`src/rtl/core/irpd_pkg.sv`:
```
// shared types and constants of the ir pulse distance decoder
// no dependencies; used by every module under rtl/core
package irpd_pkg;

  localparam int CFG_W      = 24;
  localparam int CFG_NUM    = 8;
  localparam int CFG_IDX_W  = 3;
  localparam int FRAME_BITS = 16;
  localparam int COUNT_W    = 5;
  localparam int COUNT_SAT  = FRAME_BITS + 1;

  localparam logic [CFG_IDX_W-1:0] CFG_START_MIN = 3'd0;
  localparam logic [CFG_IDX_W-1:0] CFG_START_MAX = 3'd1;
  localparam logic [CFG_IDX_W-1:0] CFG_ZERO_MIN  = 3'd2;
  localparam logic [CFG_IDX_W-1:0] CFG_ZERO_MAX  = 3'd3;
  localparam logic [CFG_IDX_W-1:0] CFG_ONE_MIN   = 3'd4;
  localparam logic [CFG_IDX_W-1:0] CFG_ONE_MAX   = 3'd5;
  localparam logic [CFG_IDX_W-1:0] CFG_PULSE_MIN = 3'd6;
  localparam logic [CFG_IDX_W-1:0] CFG_PULSE_MAX = 3'd7;

  typedef logic [CFG_W-1:0] cfg_word_t;

  localparam cfg_word_t CFG_RESET [CFG_NUM] = '{
    24'(24000 * 3), 24'(28000 * 3), 24'(6000 * 3), 24'(8000 * 3),
    24'(10000 * 3), 24'(14000 * 3), 24'(600 * 3), 24'(2000 * 3)
  };

  localparam logic [1:0] KIND_EDGE     = 2'd0;
  localparam logic [1:0] KIND_PULSE_TO = 2'd1;
  localparam logic [1:0] KIND_SPACE_TO = 2'd2;
  localparam logic [1:0] KIND_NONE     = 2'd3;

  localparam logic [1:0] ARM_STOP  = 2'd0;
  localparam logic [1:0] ARM_PULSE = 2'd1;
  localparam logic [1:0] ARM_SPACE = 2'd2;

  localparam logic [5:0] MODE_SAT  = 6'd63;
  localparam logic [5:0] CMD_POWER = 6'd61;

  typedef struct packed {
    logic start_ok;
    logic zero_ok;
    logic one_ok;
    logic pulse_ok;
  } width_class_t;

  typedef struct packed {
    logic       frame_valid;
    logic [5:0] command;
    logic [3:0] address;
    logic [5:0] mode;
    logic       power_key;
    logic [1:0] timeout_arm;
  } result_t;

endpackage

```
`src/rtl/core/irpd_cfg.sv`:
```
// window configuration registers of the ir pulse distance decoder
// depends on irpd_pkg
module irpd_cfg (
  input  logic                                 clk,
  input  logic                                 rst_n,
  input  logic                                 wr_en,
  input  logic [irpd_pkg::CFG_IDX_W-1:0]       wr_index,
  input  irpd_pkg::cfg_word_t                  wr_data,
  output irpd_pkg::cfg_word_t                  cfg_o [irpd_pkg::CFG_NUM]
);

  irpd_pkg::cfg_word_t cfg_r [irpd_pkg::CFG_NUM];

  always_ff @(posedge clk) begin
    if (!rst_n) begin
      cfg_r <= irpd_pkg::CFG_RESET;
    end else if (wr_en) begin
      cfg_r[wr_index] <= wr_data;
    end
  end

  assign cfg_o = cfg_r;

endmodule

```
`src/rtl/core/irpd_classify.sv`:
```
// width measurement and window checks for one edge
// depends on irpd_pkg
module irpd_classify #(
  parameter int TIME_BITS = 24
) (
  input  logic [TIME_BITS-1:0]  timestamp,
  input  logic [TIME_BITS-1:0]  last_edge_time,
  input  irpd_pkg::cfg_word_t   cfg_i [irpd_pkg::CFG_NUM],
  output irpd_pkg::width_class_t cls
);

  localparam int CMP_W = (TIME_BITS > irpd_pkg::CFG_W) ? TIME_BITS : irpd_pkg::CFG_W;

  logic [TIME_BITS-1:0] width;
  logic [CMP_W-1:0]     width_x;
  logic [CMP_W-1:0]     lim_x [irpd_pkg::CFG_NUM];

  // modular difference
  assign width   = timestamp - last_edge_time;
  assign width_x = CMP_W'(width);

  always_comb begin
    for (int i = 0; i < irpd_pkg::CFG_NUM; i++) begin
      lim_x[i] = CMP_W'(cfg_i[i]);
    end
  end

  assign cls.start_ok = (width_x >= lim_x[irpd_pkg::CFG_START_MIN]) &&
                        (width_x <= lim_x[irpd_pkg::CFG_START_MAX]);
  assign cls.zero_ok  = (width_x >= lim_x[irpd_pkg::CFG_ZERO_MIN]) &&
                        (width_x <= lim_x[irpd_pkg::CFG_ZERO_MAX]);
  assign cls.one_ok   = (width_x >= lim_x[irpd_pkg::CFG_ONE_MIN]) &&
                        (width_x <= lim_x[irpd_pkg::CFG_ONE_MAX]);
  assign cls.pulse_ok = (width_x >= lim_x[irpd_pkg::CFG_PULSE_MIN]) &&
                        (width_x <= lim_x[irpd_pkg::CFG_PULSE_MAX]);

endmodule

```
`src/rtl/core/irpd_fsm.sv`:
```
// decoder state, frame assembly and result register
// depends on irpd_pkg
module irpd_fsm #(
  parameter int TIME_BITS = 24
) (
  input  logic                   clk,
  input  logic                   rst_n,
  input  logic                   in_fire,
  input  logic [1:0]             kind,
  input  logic                   pin_level,
  input  logic [TIME_BITS-1:0]   timestamp,
  input  irpd_pkg::width_class_t cls,
  input  logic                   out_ready,
  output logic [TIME_BITS-1:0]   last_edge_time,
  output logic                   out_valid,
  output irpd_pkg::result_t      result
);

  typedef enum logic [1:0] {
    WAVE_IDLE  = 2'd0,
    WAVE_PULSE = 2'd1,
    WAVE_SPACE = 2'd2
  } wave_t;

  typedef enum logic [1:0] {
    FR_IDLE  = 2'd0,
    FR_START = 2'd1,
    FR_RECV  = 2'd2
  } frame_t;

  wave_t                             wave_r,  wave_nxt;
  frame_t                            frame_r, frame_nxt;
  logic [irpd_pkg::COUNT_W-1:0]      count_r, count_nxt;
  logic [irpd_pkg::FRAME_BITS-1:0]   shift_r, shift_nxt;
  logic [TIME_BITS-1:0]              last_r,  last_nxt;
  logic                              lock_r,  lock_nxt;
  logic                              out_valid_r;
  irpd_pkg::result_t                 res_r,   res_nxt;
  irpd_pkg::result_t                 frame_res;
  logic                              full;

  assign full = (count_r == irpd_pkg::COUNT_W'(irpd_pkg::FRAME_BITS));

  always_comb begin
    frame_res             = '0;
    frame_res.frame_valid = 1'b1;
    frame_res.command     = shift_r[15:10];
    frame_res.address     = shift_r[9:6];
    frame_res.mode        = shift_r[5:0];
    frame_res.power_key   = (shift_r[5:0] == irpd_pkg::MODE_SAT) &&
                            (shift_r[15:10] == irpd_pkg::CMD_POWER);
  end

  always_comb begin
    wave_nxt  = wave_r;
    frame_nxt = frame_r;
    count_nxt = count_r;
    shift_nxt = shift_r;
    last_nxt  = last_r;
    lock_nxt  = lock_r;
    res_nxt   = '0;

    unique case (kind)
      irpd_pkg::KIND_NONE: begin
      end
      irpd_pkg::KIND_PULSE_TO: begin
        wave_nxt  = WAVE_IDLE;
        frame_nxt = FR_IDLE;
        count_nxt = '0;
        shift_nxt = '0;
        last_nxt  = '0;
        lock_nxt  = 1'b0;
      end
      irpd_pkg::KIND_SPACE_TO: begin
        if (full && !lock_r) begin
          res_nxt = frame_res;
        end
        wave_nxt  = WAVE_IDLE;
        frame_nxt = FR_IDLE;
        count_nxt = '0;
        shift_nxt = '0;
        last_nxt  = '0;
        lock_nxt  = 1'b0;
      end
      irpd_pkg::KIND_EDGE: begin
        // default outcome of any bad edge: discard
        wave_nxt  = WAVE_IDLE;
        frame_nxt = FR_IDLE;
        count_nxt = '0;
        shift_nxt = '0;
        last_nxt  = '0;
        lock_nxt  = 1'b0;
        if (lock_r) begin
          wave_nxt  = wave_r;
          frame_nxt = frame_r;
          count_nxt = count_r;
          shift_nxt = shift_r;
          last_nxt  = last_r;
          lock_nxt  = lock_r;
          res_nxt.timeout_arm = pin_level ? irpd_pkg::ARM_SPACE : irpd_pkg::ARM_PULSE;
        end else if (!pin_level) begin
          // mark begins
          if (wave_r == WAVE_IDLE) begin
            last_nxt  = timestamp;
            wave_nxt  = WAVE_PULSE;
            frame_nxt = FR_START;
            res_nxt.timeout_arm = irpd_pkg::ARM_PULSE;
          end else if (wave_r == WAVE_SPACE && frame_r == FR_START) begin
            if (cls.start_ok) begin
              frame_nxt = FR_RECV;
              count_nxt = count_r;
              shift_nxt = shift_r;
            end
            last_nxt = timestamp;
            wave_nxt = WAVE_PULSE;
            res_nxt.timeout_arm = irpd_pkg::ARM_PULSE;
          end else if (wave_r == WAVE_SPACE && frame_r == FR_RECV) begin
            if (cls.zero_ok || cls.one_ok) begin
              frame_nxt = frame_r;
              shift_nxt = {shift_r[irpd_pkg::FRAME_BITS-2:0], !cls.zero_ok};
              count_nxt = (count_r < irpd_pkg::COUNT_W'(irpd_pkg::COUNT_SAT)) ?
                          count_r + 1'b1 : count_r;
              last_nxt  = timestamp;
              wave_nxt  = WAVE_PULSE;
              res_nxt.timeout_arm = irpd_pkg::ARM_PULSE;
            end else if (cls.start_ok) begin
              if (full) begin
                res_nxt  = frame_res;
                lock_nxt = 1'b1;
              end else begin
                lock_nxt = lock_r;
              end
              frame_nxt = FR_RECV;
              wave_nxt  = WAVE_PULSE;
              last_nxt  = timestamp;
              res_nxt.timeout_arm = irpd_pkg::ARM_PULSE;
            end
          end
        end else begin
          // mark ends
          if (wave_r == WAVE_PULSE && cls.pulse_ok) begin
            wave_nxt  = WAVE_SPACE;
            frame_nxt = frame_r;
            count_nxt = count_r;
            shift_nxt = shift_r;
            last_nxt  = timestamp;
            res_nxt.timeout_arm = irpd_pkg::ARM_SPACE;
          end
        end
      end
      default: begin
      end
    endcase
  end

  always_ff @(posedge clk) begin
    if (!rst_n) begin
      wave_r      <= WAVE_IDLE;
      frame_r     <= FR_IDLE;
      count_r     <= '0;
      shift_r     <= '0;
      last_r      <= '0;
      lock_r      <= 1'b0;
      out_valid_r <= 1'b0;
    end else if (in_fire) begin
      wave_r      <= wave_nxt;
      frame_r     <= frame_nxt;
      count_r     <= count_nxt;
      shift_r     <= shift_nxt;
      last_r      <= last_nxt;
      lock_r      <= lock_nxt;
      out_valid_r <= 1'b1;
    end else if (out_ready) begin
      out_valid_r <= 1'b0;
    end
  end

  always_ff @(posedge clk) begin
    if (in_fire) begin
      res_r <= res_nxt;
    end
  end

  assign last_edge_time = last_r;
  assign out_valid      = out_valid_r;
  assign result         = res_r;

endmodule

```
`src/rtl/core/ir_pulse_distance_decoder_core.sv`:
```
// Pulse-distance IR remote decoder: takes pin edges stamped with a free-running
// tick count plus pulse and space timeout events, and returns one result per item
// (a decoded 16-bit frame when one completes, and which timeout timer to arm).
// The width subtraction, the eight window compares and the state update sit
// between the decoder state and the result register, so an item is accepted each
// cycle while the result register is empty or being drained. The result is
// registered. The user is to write window registers through the cfg_ port only
// while the block is idle; the block does not enforce it. cfg_ready is always high.
// Depends on irpd_pkg, irpd_cfg, irpd_classify and irpd_fsm.
module ir_pulse_distance_decoder_core #(
  parameter int TIME_BITS = 24
) (
  input  logic                               clk,
  input  logic                               rst_n,
  input  logic                               in_valid,
  output logic                               in_ready,
  input  logic [1:0]                         in_kind,
  input  logic                               in_pin_level,
  input  logic [TIME_BITS-1:0]               in_timestamp,
  output logic                               out_valid,
  input  logic                               out_ready,
  output logic                               out_frame_valid,
  output logic [5:0]                         out_command,
  output logic [3:0]                         out_address,
  output logic [5:0]                         out_mode,
  output logic                               out_power_key,
  output logic [1:0]                         out_timeout_arm,
  input  logic                               cfg_valid,
  output logic                               cfg_ready,
  input  logic [irpd_pkg::CFG_IDX_W-1:0]     cfg_index,
  input  logic [irpd_pkg::CFG_W-1:0]         cfg_data
);

  irpd_pkg::cfg_word_t    cfg_words [irpd_pkg::CFG_NUM];
  irpd_pkg::width_class_t cls;
  irpd_pkg::result_t      result;
  logic [TIME_BITS-1:0]   last_edge_time;
  logic                   in_fire;

  assign cfg_ready = 1'b1;
  assign in_ready  = !out_valid || out_ready;
  assign in_fire   = in_valid && in_ready;

  irpd_cfg u_cfg (
    .clk      (clk),
    .rst_n    (rst_n),
    .wr_en    (cfg_valid),
    .wr_index (cfg_index),
    .wr_data  (cfg_data),
    .cfg_o    (cfg_words)
  );

  irpd_classify #(
    .TIME_BITS (TIME_BITS)
  ) u_classify (
    .timestamp      (in_timestamp),
    .last_edge_time (last_edge_time),
    .cfg_i          (cfg_words),
    .cls            (cls)
  );

  irpd_fsm #(
    .TIME_BITS (TIME_BITS)
  ) u_fsm (
    .clk            (clk),
    .rst_n          (rst_n),
    .in_fire        (in_fire),
    .kind           (in_kind),
    .pin_level      (in_pin_level),
    .timestamp      (in_timestamp),
    .cls            (cls),
    .out_ready      (out_ready),
    .last_edge_time (last_edge_time),
    .out_valid      (out_valid),
    .result         (result)
  );

  assign out_frame_valid = result.frame_valid;
  assign out_command     = result.command;
  assign out_address     = result.address;
  assign out_mode        = result.mode;
  assign out_power_key   = result.power_key;
  assign out_timeout_arm = result.timeout_arm;

endmodule
```
`config.mk`:
```
export PLATFORM = sky130hd
export DESIGN_NAME = ir_pulse_distance_decoder_core
export DESIGN_NICKNAME = d
export VERILOG_FILES = /design/src/rtl/core/irpd_pkg.sv /design/src/rtl/core/irpd_cfg.sv /design/src/rtl/core/irpd_classify.sv /design/src/rtl/core/irpd_fsm.sv /design/src/rtl/core/ir_pulse_distance_decoder_core.sv
export SDC_FILE = /design/constraint.sdc
export NUM_CORES = 1
export LEC_CHECK = 0
export BUFFER_PORTS_ARGS = -buffer_cell sky130_fd_sc_hd__buf_2
export CAP_MARGIN = 20
export CORE_UTILIZATION = 35
export CTS_CLUSTER_DIAMETER = 60
export DETAILED_ROUTE_END_ITERATION = 16
export GPL_ROUTABILITY_DRIVEN = 0
export HOLD_SLACK_MARGIN = 0.02
export MAX_ROUTING_LAYER = met4
export PLACE_DENSITY = 0.47
export REMOVE_ABC_BUFFERS = 1
export SLEW_MARGIN = 25
export SYNTH_ARGS = -nofsm -noshare
export SYNTH_HDL_FRONTEND = slang
export SYNTH_SLANG_ARGS = --single-unit
```
`constraint.sdc`:
```
create_clock -name clk -period 6.7 [get_ports clk]
set_clock_uncertainty 0.15 [all_clocks]
set_input_delay 1.005 -clock clk [delete_from_list [all_inputs] [get_ports clk]]
set_output_delay 1.005 -clock clk [all_outputs]
set_load 0.005 [all_outputs]
```
==> run metrics, run 1 <==
Initial Util 0.358; Initial DRC Count 752; Yosys cell types 76; total wire length 48,000 um; wl on met1 22,700 um; DR pass1 iterations 5; status finished, final reports clean; top_reg_cell synth dfxtp_1; Die Y 215 um; Cell Count, Final, Fillers Out 2,631; clock tree buffer depth 3; top sig layer met4; crit path DAT 6.33 ns; Post-CTS Hold Fix Bufs 0; Slew HR 0.337; worst hold path type reg -> reg; most common cell after layout, fill and taps aside nand2_1; placed cell count 2,564; setup TNS 0 ns; Avg Synthesized Cell Area 8.26 um^2; die area 46,400 um^2; slew of the pin with the lowest slew margin 0.995 ns; pin count of the biggest net entering global routing 93; Final ANT Viol Nets 0; Yosys top cell by area dfxtp_1; post-synthesis cell count 1,927; DP Worst Slack -0.389 ns; worst skew pair latency 0.57 ns; Seq cells post-synth 263; ys async rst share 0; max cap viols 0; first-pass GRT wire length 75,300 um; final worst setup slack 0.587 ns; initial antenna violation count 1; CORE AREA 44,500 um^2; sequential fraction of the synthesis area 0.343; top cell type's share of synthesized area 0.305; max frequency 164 MHz; GRT Total Usage 0.216; Vias/cell 5.06; layout cells sized above 1 0.116; crit start category primary input; Worst-path clk slew 0.06 ns; WL per Instance 18.2 um; RSZ-0062 raised after global routing no; area growth from synthesis to layout 15.9%; routed length on met3 1960 um; pwr dens 244 nW/um^2; critical path required time 6.92 ns; CTS tree built; vias in the first global route 13,000; io pins 82; Num CTS Buffers 37; grt total ovfl 0; most frequent cells in the layout nand2_1 (409), dfxtp_1 (243), inv_1 (221); P_leak 0.00733 uW; Slew Viols, Final 0; Post-route DRC 0; EDFF count, synth 20; Yosys warnings 0; crit-path max FO 4; met2 WL 22,200 um; die width 215 um; mapped cell area 15,900 um^2; Synth area leaders dfxtp_1 (31%), ha_1 (17%), nand2_1 (9.7%); WS Path Type in -> reg; maximum vdd drop 0.188 mV; CTS Sinks 263; endpoints failing hold 0; H-tree Lvls 2; crit path capture type flip-flop; clock root buffer clkbuf_16; Final min period 6.11 ns; hpwl dp 34,200 um; total number of vias 13,300; input/output buffers 80; crit share post-route 0.912; Finish-stage setup viols 0; num rows 77; final layout net count 2,288
## routing by layer
| layer | track usage | vias up |
|---|---|---|
| met4 | 0.0582 | 0 |
| met5 | - | - |
| met3 | 0.0360 | 75 |
| met1 | 0.278 | 6234 |
| met2 | 0.348 | 208 |
| li1 | - | 6804 |
## synth_stat cells, types with 3 or more instances
cell	number
nand2b_1	15
a32oi_1	24
and2_1	22
nand3_1	21
o31ai_1	4
o211ai_1	49
and4_1	7
nor2b_1	19
a41oi_1	5
nor4_1	5
o21bai_1	7
ha_1	217
dfxtp_1	243
a21o_1	46
a211oi_1	7
xor2_1	9
and3_1	13
a21boi_0	152
a21oi_1	74
o21a_1	7
nand4b_1	3
o31a_1	3
o21ai_0	61
a31oi_1	8
a221oi_1	4
a221o_1	4
clkbuf_1	70
o21ai_1	4
buf_2	5
xnor2_1	13
nor2_1	26
inv_1	221
buf_4	12
a22o_1	16
edfxtp_1	20
clkbuf_2	14
nand2_1	411
nor3_1	15
nand4_1	27
## state kept, by name, summed over array words and instances, names as in the netlist
name and cells:
u_cfg.cfg_o 192, u_fsm.result 20, u_fsm.lock_r 1, u_fsm.count_r 5, u_fsm.frame_r 2, u_fsm.shift_r 16
u_fsm.wave_r 2, u_fsm.out_valid 1, u_fsm.last_edge_time 24
## through the flow
step | power (uW) | cell area, um^2 | hold slack (ns) | utilization
floorplan | 2170 | 15400 | 0.286 | -
global placement | 2550 | 17200 | 0.299 | 0.386
detailed placement | 2560 | 17200 | 0.308 | 0.386
CTS | 4570 | 18400 | 0.316 | 0.414
global route | 4750 | 18500 | 0.333 | 0.415
finish | 4510 | 18500 | 0.312 | 0.415
## final timing paths
check	endpoint	cells after the start	slack, ns	start
min reg2reg	u_cfg.cfg_o[42]	2	0.31	u_cfg.cfg_o[42]
max	u_fsm.result[0]	25	0.59	in_timestamp[0]
min	u_cfg.cfg_o[42]	2	0.31	u_cfg.cfg_o[42]
max reg2reg	u_fsm.result[0]	23	0.89	u_fsm.last_edge_time[0]
## what timing repair did
action	CTS	global route
endpoints found under the hold margin	0	0
gates resized for setup	0	2
setup endpoints to repair	0	61
setup buffers	0	0
## power by group
part,switching [uW],internal [uW]
clock,788,1190
sequential,14.2,1620
combinational,530,361
## cell families after synthesis
group / share of synthesized area
AOI/OAI and AO/OA: 0.223
adders and majority gates: 0.172
DFF: 0.343
buffers and inverters: 0.0822
and+or+nand+nor: 0.167
muxes: 0.000629
other: 0.000235
xor gates and xnor gates: 0.0121
## layout make-up
type                    count  area, um^2
diodes                      1        2.50
clock buffers              52        1060
clock inverters            14         168
fillers                  4552       26100
inverters                 221         830
multi-input cells        1340        9220
flip-flops and latches    263        5470
well taps                 592         741
repair buffers            148         963
## worst max-delay path: stages
cell and delay, ns:
buf_2 0.10, inv_1 0.07, ha_1 0.17, inv_1 0.06
fa_1 0.43, a211oi_1 0.28, o21ai_0 0.15, a31oi_1 0.25
o21ai_1 0.19, a41oi_2 0.28, a221oi_1 0.18, a211o_1 0.29
a21oi_1 0.17, xnor2_1 0.18, buf_4 0.21, ha_1 0.29
nand4_1 0.09, nor2_1 0.24, nand2_1 0.23, a31oi_2 0.40
o32ai_2 0.21, a31oi_1 0.28, buf_4 0.16, o21bai_1 0.05
a2111oi_1 0.37
Power figures use the tool's default switching activity.
==> run 2: changes to the inputs <==
- CORE_UTILIZATION: 35 -> 55
- PLACE_DENSITY: 0.47 -> 0.7
- SLEW_MARGIN: 25 -> not set
- SYNTH_HIERARCHICAL: not set -> 1
==> run 2 against run 1 <==
Against the previous run: sequential power about the same; sequential share of layout area rose by 0.30 points; area after synthesis rose by 3.3%; routed wire length decreased by 12%.
==> run metrics, run 2 <==
status finished, final reports clean; most frequent cells in the layout dfxtp_1 (243), nand2_1 (218), inv_1 (217), ha_1 (217), mux2i_1 (192); Synth area leaders dfxtp_1 (30%), ha_1 (16%), mux2i_1 (12%); crit-path max FO 13 (+9); maximum vdd drop 0.224 mV (+19%); max frequency 159 MHz (-3.0%); DR pass1 iterations 8 (+3); setup TNS 0 ns (unchanged); post-CTS setup buffers 0 (unchanged); NetSw 1230 uW (-8.1%); pwr dens 238 nW/um^2 (-2.7%); Worst path max stage delay 0.51 ns (+0.08 ns); CP top delay family simple AND/OR/NAND/NOR gates; grt total ovfl 0 (unchanged); placed cell count 2,205 (-14%); Final ANT Viol Nets 0 (unchanged); die area 30,600 um^2 (-34%); Yosys top cell by area dfxtp_1; max cap viols 0 (unchanged); top cell type's share of synthesized area 0.296 (-0.00982); Slew HR 0.263 (-0.0733); max reg flops 192 (unchanged); first-pass GRT wire length 68,600 um (-9.0%); worst setup path start in_timestamp[0]; ys async rst share 0 (unchanged); P_leak 0.00853 uW (+16%); CORE AREA 29,100 um^2 (-35%); io pins 82 (unchanged); hpwl dp 30,000 um (-12%); num rows 62 (-19%); area growth from synthesis to layout 11.0%; total wire length 42,100 um (-12%); input/output buffers 80 (unchanged); Seq pwr share 0.376 (+0.013); Initial DRC Count 848 (+13%); worst hold path type reg -> reg; Initial Util 0.566 (+0.208); CTS Sinks 263 (unchanged); layout cells sized above 1 0.102 (-0.0141); Pint 3120 uW (-1.8%); Yosys cell types 83 (+9.2%); die width 175 um (-19%); hold_sp u_cfg/cfg_o[118]; final layout net count 2,135 (-6.7%); slew of the pin with the lowest slew margin 1.10 ns (+0.102 ns); clock tree buffer depth 3 (unchanged); Sw Ratio 0.282 (-0.0135); CTS tree built; clock root buffer clkbuf_16; initial antenna violation count 1 (unchanged); WL per Instance 18.6 um (+2.0%); RSZ-0062 raised after global routing no; combinational share of power 0.195 (-0.003); crit path capture type flip-flop; worst skew pair latency 0.51 ns (-0.06 ns); Vias/cell 5.78 (+14%); DP Worst Slack -0.123 ns (+0.266 ns); EDFF count, synth 20 (unchanged); Die Y 175 um (-19%); Commonest cells post-synth dfxtp_1 (243), nand2_1 (218), ha_1 (217), inv_1 (217), mux2i_1 (192); H-tree Lvls 2 (unchanged); final worst setup slack 0.395 ns (-0.192 ns); crit path DAT 6.57 ns (+0.24 ns); mapped cell area 16,500 um^2 (+3.3%); RR Startpoint u_fsm/last_edge_time[0]; Cell Count, Final, Fillers Out 2,264 (-14%); Worst-path clk slew 0.06 ns (about the same); Num CTS Buffers 34 (-8.1%); Bufs and invs on worst path 4 (-1); Yosys warnings 6 (+6); critical path required time 6.97 ns (+0.05 ns); WS Path Type in -> reg; Critical-path top delay cell and3_1; most common cell in the netlist dfxtp_1; worst path cell trace buf_2 > inv_1 > ha_1 > inv_1 > fa_1 > a211o_1 > a2111o_1 > a32oi_2 > nor3b_2 > xnor2_1 > ha_1 > nand4_1 > nor4_1 > nand4_1 > or3_1 > a2bb2oi_1 > and3b_1 > and3_1 > buf_4 > o31ai_1 > a21oi_1; crit share post-route 0.941 (+0.0287); vias in the first global route 13,100 (+0.40%); Avg Synthesized Cell Area 9.18 um^2 (+11%); pin count of the biggest net entering global routing 150 (+61%); endpoints failing hold 0 (unchanged); Finish-stage setup viols 0 (unchanged); sequential fraction of the synthesis area 0.332 (-0.0110); crit start category primary input; GRT Total Usage 0.289 (+0.0728); post-synthesis cell count 1,793 (-7.0%); top_reg_cell synth dfxtp_1; Post-route DRC 0 (unchanged); most common cell after layout, fill and taps aside dfxtp_1; Slew Viols, Final 0 (unchanged); Seq cells post-synth 263 (unchanged); Clk pwr share 0.429 (-0.011); total number of vias 13,100 (-1.7%); Final min period 6.31 ns (+0.192 ns)
run 2: worst register-to-register path: cells and delay by family (launching register included):
kind,cells,cell delay [ns]
compound gates,6,1.59
fa+ha+maj,3,1.07
flops,1,0.34
simple gates,7,2.12
buf+inv,2,0.31
xor+xnor,1,0.34
run 2: metal layers:
metal	up-vias	wire, um	global-route usage
li1	6437	-	-
met1	6227	18300	0.351
met2	345	20500	0.495
met3	82	2160	0.0389
met4	0	1150	0.0895
met5	-	0	-
run 2: power groups by stage:
| stage | clock (uW) | combinational [uW] | sequential, uW |
|---|---|---|---|
| after global placement | 0 | 802 | 1670 |
| after floorplan | 0 | 534 | 1660 |
| after CTS | 1890 | 835 | 1630 |
| final | 1860 | 847 | 1630 |
| after detailed placement | 0 | 826 | 1670 |
| after global routing | 1960 | 942 | 1640 |
run 2: final timing paths:
path / to / slack [ns] / cells past startpoint
max: u_fsm/shift_r[13] / 0.39 / 21
min: u_cfg/cfg_o[118] / 0.31 / 2
max reg2reg: u_fsm/shift_r[13] / 0.70 / 19
min reg2reg: u_cfg/cfg_o[118] / 0.31 / 2
run 2: final cells by class:
type | count | area, um^2
sequential | 263 | 5470
fill | 2480 | 10800
clock buffer | 50 | 1050
antenna | 1 | 2.50
tap | 384 | 480
inverter | 218 | 818
multi-input combinational | 1226 | 9650
timing repair buffer | 115 | 694
clock inverter | 7 | 97.6
run 2: cell families (layout without fill, tap and decap cells):
family | after synthesis | after routing | synth area share
simple gates | 491 | 491 | 0.158
buf+inv | 304 | 390 | 0.0823
compound gates | 303 | 303 | 0.133
flops | 263 | 263 | 0.332
fa+ha+maj | 218 | 218 | 0.166
mux | 192 | 192 | 0.117
xor+xnor | 21 | 21 | 0.0112
other cells | 1 | 2 | 0.000228
run 2: repair_timing:
item	4_1_cts	5_1_grt
hold buffers	0	0
setup endpoints to repair	0	14
resized for setup	0	1
run 2: stage by stage:
stage / util / cell area [um^2] / hold slack [ns] / power (uW)
3_5_place_dp: 0.588 / 17100 / 0.300 / 2490
2_1_floorplan: - / 15900 / 0.285 / 2200
6_report: 0.628 / 18300 / 0.306 / 4340
4_1_cts: 0.627 / 18300 / 0.308 / 4360
5_1_grt: 0.628 / 18300 / 0.322 / 4540
3_3_place_gp: 0.588 / 17100 / 0.292 / 2470
